<file path="src/hw/rtl/rabin_pkg.sv">
// rabin engine package: types, constants, state encoding
package rabin_pkg;
  localparam int PRIME_BITS_DEF = 32;
  localparam int VAL_W = 64;
  localparam int CFG_IDX_W = 1;
  localparam logic [CFG_IDX_W-1:0] REG_PRIME_P = 1'b0;
  localparam logic [CFG_IDX_W-1:0] REG_PRIME_Q = 1'b1;
  localparam logic CMD_ENCRYPT = 1'b0;
  localparam logic CMD_DECRYPT = 1'b1;
  localparam logic ST_OK  = 1'b0;
  localparam logic ST_BAD = 1'b1;

  typedef struct packed {
    logic        cmd;
    logic [63:0] value_in;
  } in_req_t;

  typedef struct packed {
    logic [63:0] value_out;
    logic [1:0]  root_index;
    logic        last;
    logic        status;
  } out_req_t;

  // datapath operations
  typedef enum logic [3:0] {
    OP_NONE, OP_MULN, OP_REDC, OP_MODMUL, OP_INVP, OP_INVQ,
    OP_POWP, OP_POWQ, OP_CRT1, OP_CRT2, OP_ROOTS
  } op_t;

  typedef enum logic [2:0] {
    S_IDLE, S_START, S_WAIT, S_EMIT, S_HOLD
  } state_t;

  typedef struct packed {
    logic start;
    op_t  op;
  } dp_cmd_t;

  typedef struct packed {
    logic done;
    logic bad;
  } dp_sts_t;
endpackage

</file>
<file path="src/hw/rtl/rabin_ctrl.sv">
// rabin controller: sequences datapath operations and drives the result select
module rabin_ctrl import rabin_pkg::*; (
  input  logic     clk,
  input  logic     rst_n,
  input  logic     in_valid,
  output logic     in_stall,
  input  logic     cmd_i,
  output logic     out_valid,
  input  logic     out_stall,
  output dp_cmd_t  dp_o,
  input  dp_sts_t  dp_i,
  output logic [1:0] sel_o,
  output logic     last_o,
  output logic     bad_o,
  output logic     take_o
);
  state_t state_r, state_nxt;
  op_t    op_r, op_nxt;
  logic   cmd_r, bad_r, bad_nxt;
  logic [1:0] idx_r, idx_nxt;
  logic   vld_r;

  always_ff @(posedge clk) begin
    if (!rst_n) begin
      state_r <= S_IDLE; op_r <= OP_NONE; bad_r <= 1'b0; idx_r <= '0; cmd_r <= 1'b0;
    end else begin
      state_r <= state_nxt; op_r <= op_nxt; bad_r <= bad_nxt; idx_r <= idx_nxt;
      if (take_o) cmd_r <= cmd_i;
    end
  end

  assign take_o = (state_r == S_IDLE) && in_valid;

  always_comb begin
    state_nxt = state_r; op_nxt = op_r; bad_nxt = bad_r; idx_nxt = idx_r;
    unique case (state_r)
      S_IDLE: if (in_valid) begin
        state_nxt = S_START; idx_nxt = '0; bad_nxt = 1'b0;
        op_nxt = (cmd_i == CMD_ENCRYPT) ? OP_REDC : OP_INVP;
      end
      S_START: state_nxt = S_WAIT;
      S_WAIT: if (dp_i.done) begin
        state_nxt = S_START;
        unique case (op_r)
          OP_REDC: if (dp_i.bad) begin bad_nxt = 1'b1; state_nxt = S_EMIT; end
                   else if (cmd_r == CMD_ENCRYPT) op_nxt = OP_MULN;
                   else op_nxt = OP_POWP;
          OP_MULN:  state_nxt = S_EMIT;
          OP_INVP:  if (dp_i.bad) begin bad_nxt = 1'b1; state_nxt = S_EMIT; end
                    else op_nxt = OP_INVQ;
          OP_INVQ:  if (dp_i.bad) begin bad_nxt = 1'b1; state_nxt = S_EMIT; end
                    else op_nxt = OP_REDC;
          OP_POWP:  op_nxt = OP_POWQ;
          OP_POWQ:  op_nxt = OP_CRT1;
          OP_CRT1:  op_nxt = OP_CRT2;
          default:  state_nxt = S_EMIT;
        endcase
      end
      S_EMIT: state_nxt = S_HOLD;
      S_HOLD: if (!out_stall) begin
        if (last_o) state_nxt = S_IDLE;
        else begin idx_nxt = idx_r + 2'd1; state_nxt = S_EMIT; end
      end
      default: state_nxt = S_IDLE;
    endcase
  end

  always_comb begin
    dp_o.start = (state_r == S_START);
    dp_o.op    = op_r;
    vld_r      = (state_r == S_HOLD);
  end

  // n=0 shows up during redc as a zero-modulus divide; the top level flags zero primes as bad
  assign in_stall  = (state_r != S_IDLE);
  assign out_valid = vld_r;
  assign sel_o     = idx_r;
  assign bad_o     = bad_r;
  assign last_o    = bad_r || (cmd_r == CMD_ENCRYPT) || (idx_r == 2'd3);
endmodule

</file>
<file path="config.mk">
export PLATFORM = sky130hd
export DESIGN_NAME = rabin_ctrl
export DESIGN_NICKNAME = d
export VERILOG_FILES = /design/src/hw/rtl/rabin_pkg.sv /design/src/hw/rtl/rabin_ctrl.sv
export SDC_FILE = /design/constraint.sdc
export NUM_CORES = 1
export LEC_CHECK = 0
export BUFFER_PORTS_ARGS = -buffer_cell sky130_fd_sc_hd__buf_2
export CORE_UTILIZATION = 45
export DETAILED_ROUTE_END_ITERATION = 8
export PLACE_DENSITY_LB_ADDON = 0.05
export SLEW_MARGIN = 30
export SYNTH_ARGS = -nofsm -noshare
export SYNTH_HDL_FRONTEND = slang
export SYNTH_SLANG_ARGS = --single-unit
</file>
<file path="constraint.sdc">
create_clock -name clk -period 1.65 [get_ports clk]
set_input_delay 0.0825 -clock clk [delete_from_list [all_inputs] [get_ports clk]]
set_output_delay 0.0825 -clock clk [all_outputs]
set_load 0.05 [all_outputs]
</file>
[After elaboration in Yosys (flattened, before gate mapping)]
Cells that the tools add are included.
Cells by class
  add/subtract/negate cells: 1
  equality and inequality tests: 21
  mux-type cells: 25
  bitwise logic cells: 1
  reduce and logical (&&, ||, !) cells: 13
Operators by type and width (count)
  $pmux W4 S6: 1
  $mux W4: 5
  $eq A4 B3 Y1 const B: 4
  $mux W3: 5
  $pmux W3 S5: 1
  $ne A2 B2 Y1 const B: 6
  $mux W2: 5
  $ne A3 B3 Y1 const B: 3
  $pmux W2 S2: 2
  $pmux W4 S2: 1
  $ne A7 B2 Y1 const B: 1
  $reduce_and A7 Y1: 1
  $eq A3 B2 Y1 const B: 2
  $reduce_or A3 Y1: 2
  $reduce_and A5 Y1: 1
  $eq A4 B2 Y1 const B: 1
  $eq A4 B4 Y1 const B: 1
  $mux W1: 4
  $reduce_and A4 Y1: 1
  $reduce_bool A2 Y1: 2
  $eq A3 B1 Y1 const B: 1
  $eq A3 B3 Y1 const B: 1
  $logic_not A3 Y1: 1
  $reduce_and A3 Y1: 1
  7 further kinds: 8
Storage, ports and cells
  register bits after elaboration: 11
  bits of input ports: 7
  output and inout port bits: 12

[Logic depth before layout (Yosys ltp)]
Gate-level depths: netlist of the first run.
  depth in word-level cells: 6
  depth in mapped cells: 5
  gate-level depth less buffers: 5

[Least setup slack after synthesis of the first run]
OpenSTA, ideal clock, no wires.
  path type: reg-to-reg
  start: register state_r[1]
  end: register state_r[1]
  setup time: 0.086 ns
  data arrival time: 1.986 ns
  path slack: -0.421 ns
  stages on the path, launching flop included: 5
  path buffers: 1
  cells stage by stage: dfxtp_1 buf_2 nor3b_1 a21oi_1 a211oi_1
RTL lines
  from (decl): RTL line rabin_ctrl.sv:17  | state_t state_r, state_nxt;
  from (signal assigned): RTL line rabin_ctrl.sv:27  | state_r <= state_nxt; op_r <= op_nxt; bad_r <= bad_nxt; idx_r <= idx_nxt;

[Final worst setup path of the first run]
  start: register state_r[1]
  end: output port take_o
On the way
  word-level cells in the longest chain between the ends: 2
RTL lines
  $logic_not A3 Y1: RTL line rabin_ctrl.sv:32  | assign take_o = (state_r == S_IDLE) && in_valid;
  $logic_and A1 B1 Y1: RTL line rabin_ctrl.sv:32
  to (decl): RTL line rabin_ctrl.sv:15  | output logic take_o
Every way passes these cells.

==> impl_metrics.toml, run 1 <==
[cells_and_area]
fill_cells = 158
layout.cells.non_filler = 127
final_common_cell = "buf_2"
drive_gt1_share_pct = 42.34
layout_common_cells = "18 x buf_2, 8 x nor2_1, 8 x dfxtp_2"
antenna_cells = 0
nNetsFinal = 120
areaGrowthSynthToFinish_pct = 17.12

[logic_synthesis]
syn_nets = 99
synthCells = 91
synth_edf_count = 0
synthSimpleGateAreaFrac_pct = 29.95
yosys.cell_types.count = 43
syn_area_um2 = 789.5
async_flop_share_pct = 0
synth_top_family_by_area = "simple AND/OR/NAND/NOR gates"
post_synth.cell_area_avg_um2 = 8.676
ys_seq_elements = 11
synth-main-ff-cell = "dfxtp_1"
synthMuxAreaShare_pct = 7.607
yosys_warnings = 0
synth_compound_area_share_pct = 23.30
synth-xor-area-share_pct = 1.109
synth-adder-area-share_pct = 1.585
ys_seq_area_share_pct = 27.89

[routing]
routed-via-count = 727
routedWlPerCell_um = 13.86
routed_wl_um = 1760
drtIter0Drc = 22
via_per_inst = 5.724
drtAntennaViolNets = 0
detailedRoute.firstPassIterationCount = 4
drc = 0

[grt]
first_global_vias = 634
grt_usage_pct = 20.60
grt_pass1_wl_um = 2925
grt_max_degree = 11
overflow = 0
antenna_found_initial = 0

[power_and_ir_drop]
p_int_uw = 466.5
power.switching_uw = 289.4
p_clk_share_pct = 24.9
power_density_nw_per_um2 = 817.5
vdd_drop_max_mv = 0.4458
seq_power_share_pct = 40.9
power_frac_comb_pct = 34.1
p_leak_uw = 0.0004094
switching_share_pct = 38.28

[die]
initial_core_util_pct = 50.08
die_w_um = 43.89
core_area_um2 = 1577
row_count = 14
io_pins = 19
dieArea_um2 = 1926
dieHeight_um = 43.89

[cts]
cts_max_path_buffers = 2
clk_latency_ns = 0.27
htree_levels = 1
cts_num_sinks = 11
cts_made_buffers = 3
postCtsSetupBuffers = 0
cts_tree = "yes"
clk_pin_slew_ns = 0.08
ctsRootBufferMaster = "clkbuf_4"

[worst_setup_path]
worstPathRequired_ns = 1.57
slowest_delay_ns = 0.34
crit_slowest_cell = "dfxtp_1"
r2r-start = "op_r[2]"
critPathMaxFanout = 9
worstSetupEndpointType = "primary output"
critPathBufInv = 2
crit_arrival_ns = 1.46
startpoint_type = "register"
crit_type = "register to primary output"
crit_start = "state_r[1]"
crit_chain = "buf_4 -> nor4b_4 -> buf_2"
crit_family = "buffers and inverters"

[worst_hold_path]
hold_path_class = "primary input to register"
worstHoldStart = "out_stall"

[run]
drv_cap = 0

[timing]
slew_headroom_pct = 73.78
layout_min_cycle_time_ns = 1.544
tns_ns = 0
worst_pin_slew_ns = 0.3921
max_freq_mhz = 647.8
skew_ns = 0.004402
final-setup-viol-count = 0
drv_slew = 0
fin_crit_sh_pct = 93.55
finalHoldViolCount = 0
rsz0062_at_grt = "no"

[place]
routabilityCongestion = 0.7940
hpwl_um = 1318
place.port_buffers = 18
dp_cells = 123

[status]
status = "finished clean"
-- cell type report --
class	instances	area [µm²]	area share, %
flip-flops and latches	11	230.2	24.90
clock inverters	1	5.005	0.5413
repair buffers	20	105.1	11.37
well taps	16	20.02	2.165
multi-input cells	69	515.5	55.75
clock buffers	3	22.52	2.436
inverters	7	26.28	2.842
-- state kept, by name, indices dropped and copies added (netlist names) --
signal and flops:
bad_o 1, cmd_r 1, op_r 4, sel_o 2, state_r 3
-- kinds of logic after synthesis --
logic type / count (synthesis)
AO/OA/AOI/OAI: 25
XOR/XNOR: 1
adder cells (fa/ha/maj): 1
buffers and inverters: 11
flip-flops: 11
multiplexers: 6
AND/OR/NAND/NOR: 36
-- synthesized netlist by cell type, types with 2 or more instances --
library cell	count	area share, %
mux2i_1	6	7.6
nand3_1	4	2.5
inv_1	6	2.9
o21ai_1	3	1.9
a21oi_1	5	3.2
nor3_1	4	2.5
nor2_1	8	3.8
o21ai_0	4	2.5
dfxtp_1	11	28
nand2_1	6	2.9
buf_6	2	2.9
-- timing repair --
| item | 4_1_cts | 5_1_grt |
|---|---|---|
| resized for setup | 0 | 2 |
| endpoints found under the setup margin | 0 | 3 |
| hold buffers | 0 | 0 |
-- metrics by stage --
stage | setup slack (ns) | util [%] | instance area, µm² | hold slack (ns) | power (µW)
final | 0.1064 | 58.65 | 924.6 | 0.06199 | 755.9
after global routing | 0.04844 | 58.65 | 924.6 | 0.05140 | 798.2
after CTS | 0.05036 | 58.49 | 922.1 | 0.05628 | 763.5
after detailed placement | 0.1472 | 56.75 | 894.6 | 0.3569 | 570.2
after global placement | 0.1637 | 56.75 | 894.6 | 0.3649 | 569.9
after floorplan | 0.03444 | - | 810.8 | 0.2185 | 519.4
-- power by group through the flow --
stage	Clock, µW	Combinational (µW)	Sequential, µW
after floorplan	0	190	329
after global routing	211	274	314
after CTS	199	256	309
after detailed placement	0	255	315
after global placement	0	254	315
final	189	258	309
-- routing by layer --
| layer | share of wire [%] | track usage (%) |
|---|---|---|
| met5 | 0 | 0 |
| met4 | 0.63 | 7.273 |
| met3 | 5.0 | 6.250 |
| met2 | 43 | 28.96 |
| met1 | 51 | 29.62 |
-- final timing paths --
check / to / slack (ns) / depth (start not counted)
setup / recovery: take_o / 0.11 / 3
hold / removal: state_r[2] / 0.06 / 3
setup reg to reg: op_r[1] / 0.11 / 4
hold reg to reg: sel_o[1] / 0.48 / 2
-- tightest hold or removal path, stage by stage --
cell,delay (ns)
buf_2,0.11
nand2_1,0.06
a21oi_1,0.05
Note: power is estimated with default switching activity, not from simulation.
==> run 2, diff against run 1 <==
--- a/config.mk
+++ b/config.mk
@@ -6,7 +6,7 @@
 export NUM_CORES = 1
 export LEC_CHECK = 0
 export BUFFER_PORTS_ARGS = -buffer_cell sky130_fd_sc_hd__buf_2
-export CORE_UTILIZATION = 45
+export CORE_UTILIZATION = 51
 export DETAILED_ROUTE_END_ITERATION = 8
 export PLACE_DENSITY_LB_ADDON = 0.05
 export SLEW_MARGIN = 30
==> run 2 against run 1 <==
  * Die area decreased by 11%
  * Critical path type unchanged
  * Combinational power hardly changed
  * Wire length decreased by 6.2%
  * Critical endpoint is now dp_o[4]
  * First-iteration DRC count is 23% lower
  * Critical path depth is 1 lower
  * Global-route usage grew 2.8 points
  * Flip-flop and latch count is the same
  * Fmax fell by 0.69%
  * Core utilization grew 9.5 points
  * Via count down 0.14%
  * Power up 0.74%
==> impl_metrics.toml, run 2 (same netlist as run 1, synthesis figures left out) <==
[worst_setup_path]
worstSetupEndpointType = "primary output"
r2r-start = "op_r[2]"
r2r_cells = 4
startpoint_type = "register"
critPathMaxFanout = 10
crit_start = "state_r[0]"
crit_type = "register to primary output"
worstPathRequired_ns = 1.57
timing.rr.end = "op_r[1]"
r2r_slack_ns = 0.14
crit_arrival_ns = 1.47

[cts]
cts_made_buffers = 3
cts_max_path_buffers = 2
cts_tree = "yes"
ctsRootBufferMaster = "clkbuf_4"
clk_latency_ns = 0.27
hold_buffers = 0
clk_pin_slew_ns = 0.08
htree_levels = 1
cts_num_sinks = 11

[timing]
drv_slew = 0
skew_ns = 0.0002200
worst_pin_slew_ns = 0.4708
fin_ws_ns = 0.09569
final-setup-viol-count = 0
tns_ns = 0
slew_headroom_pct = 68.51
finalHoldViolCount = 0
max_freq_mhz = 643.4
layout_min_cycle_time_ns = 1.554
rsz0062_at_grt = "no"
fin_crit_sh_pct = 94.20

[status]
status = "finished clean"

[routing]
routed-via-count = 726
drtAntennaViolNets = 0
drc = 0
drtIter0Drc = 17
routed_wl_um = 1651
routedWlPerCell_um = 13.00
via_per_inst = 5.717
detailedRoute.firstPassIterationCount = 4

[place]
hpwl_um = 1314
place.port_buffers = 18
routabilityCongestion = 0.8156
dpl_cell_area_um2 = 900.9
dp_worst_setup_slack_ns = 0.1676
dp_cells = 123

[cells_and_area]
fill_cells = 126
multi_input_area_um2 = 515.5
layout.cells.non_filler = 127
largest_register = "op_r"
seq_area_um2 = 227.7
areaGrowthSynthToFinish_pct = 17.91
fin_area_um2 = 930.9
nNetsFinal = 121
final_common_cell = "buf_2"
antenna_cells = 0
drive_gt1_share_pct = 41.07
layout_common_cells = "17 x buf_2, 8 x nor2_1"
largest_register_ffs = 4

[worst_hold_path]
hold_path_class = "primary input to register"
hold_end = "state_r[2]"
hold_depth = 3
worstHoldStart = "out_stall"

[die]
dieHeight_um = 41.35
die_w_um = 41.35
row_count = 13
dieArea_um2 = 1709
core_area_um2 = 1366
initial_core_util_pct = 57.78
io_pins = 19

[grt]
grt_max_degree = 11
first_global_vias = 565
grt_pass1_wl_um = 2546
grt_usage_pct = 23.39
met2_usage_pct = 33.20
grtUsageMet3_pct = 4.787
overflow = 0
antenna_found_initial = 0
met1_usage_pct = 34.84
grt_busiest_layer = "met1"

[power_and_ir_drop]
vdd_drop_max_mv = 0.5091
p_leak_uw = 0.0004146
power_density_nw_per_um2 = 818.1

[run]
drv_cap = 0
==> run 2: cell types whose count changed in the layout (fill, tap and decap cells not counted), sizes merged <==
| cell | before | now |
|---|---|---|
| buf | 20 | 21 |
==> run 2: critical path, stage by stage, from the launching register on <==
cell and delay (ns):
dfxtp_1 0.60, nor3b_2 0.30, buf_2 0.30
==> run 2: worst max-delay path by stage <==
stage | depth (start not counted) | endpoint | slack, ns
5_1_grt | 2 | dp_o[4] | 0.01
6_report | 2 | dp_o[4] | 0.1
4_1_cts | 2 | take_o | 0.04
3_5_place_dp | 4 | state_r[1] | 0.17
2_1_floorplan | 5 | sel_o[0] | 0.03
3_3_place_gp | 4 | state_r[1] | 0.19
==> run 2: where the power goes <==
part           total, µW  internal (µW)  switching (µW)
Combinational        258           96.5             162
Sequential           308            281            26.7
Clock                195           89.8             105
==> run 2: metal layers <==
metal | vias up | share of wire (%)
met5 | - | 0
met4 | 0 | 1.2
met3 | 4 | 6.9
met2 | 19 | 43
met1 | 325 | 49
li1 | 378 | -
==> run 2: what timing repair did <==
| item | in CTS | in global routing |
|---|---|---|
| buffers inserted | 0 | 0 |
| gates resized for setup | 0 | 2 |
| setup endpoints to repair | 0 | 1 |
==> run 2: cell type report <==
class,count,share of cell area (%)
clock inverters,1,0.5376
inverters,7,2.823
multi-input cells,69,55.38
flip-flops and latches,11,24.46
well taps,15,2.016
clock buffers,3,2.419
repair buffers,21,12.37
==> run 2: stage by stage <==
step           total power, µW  hold WS (ns)  utilization, %
3_5_place_dp             570.0        0.3603           65.93
5_1_grt                  804.5       0.07489           68.13
6_report                 761.5       0.07092           68.13
3_3_place_gp             568.7        0.3565           65.93
2_1_floorplan            519.4        0.2185               -
4_1_cts                  759.9       0.06857           67.95
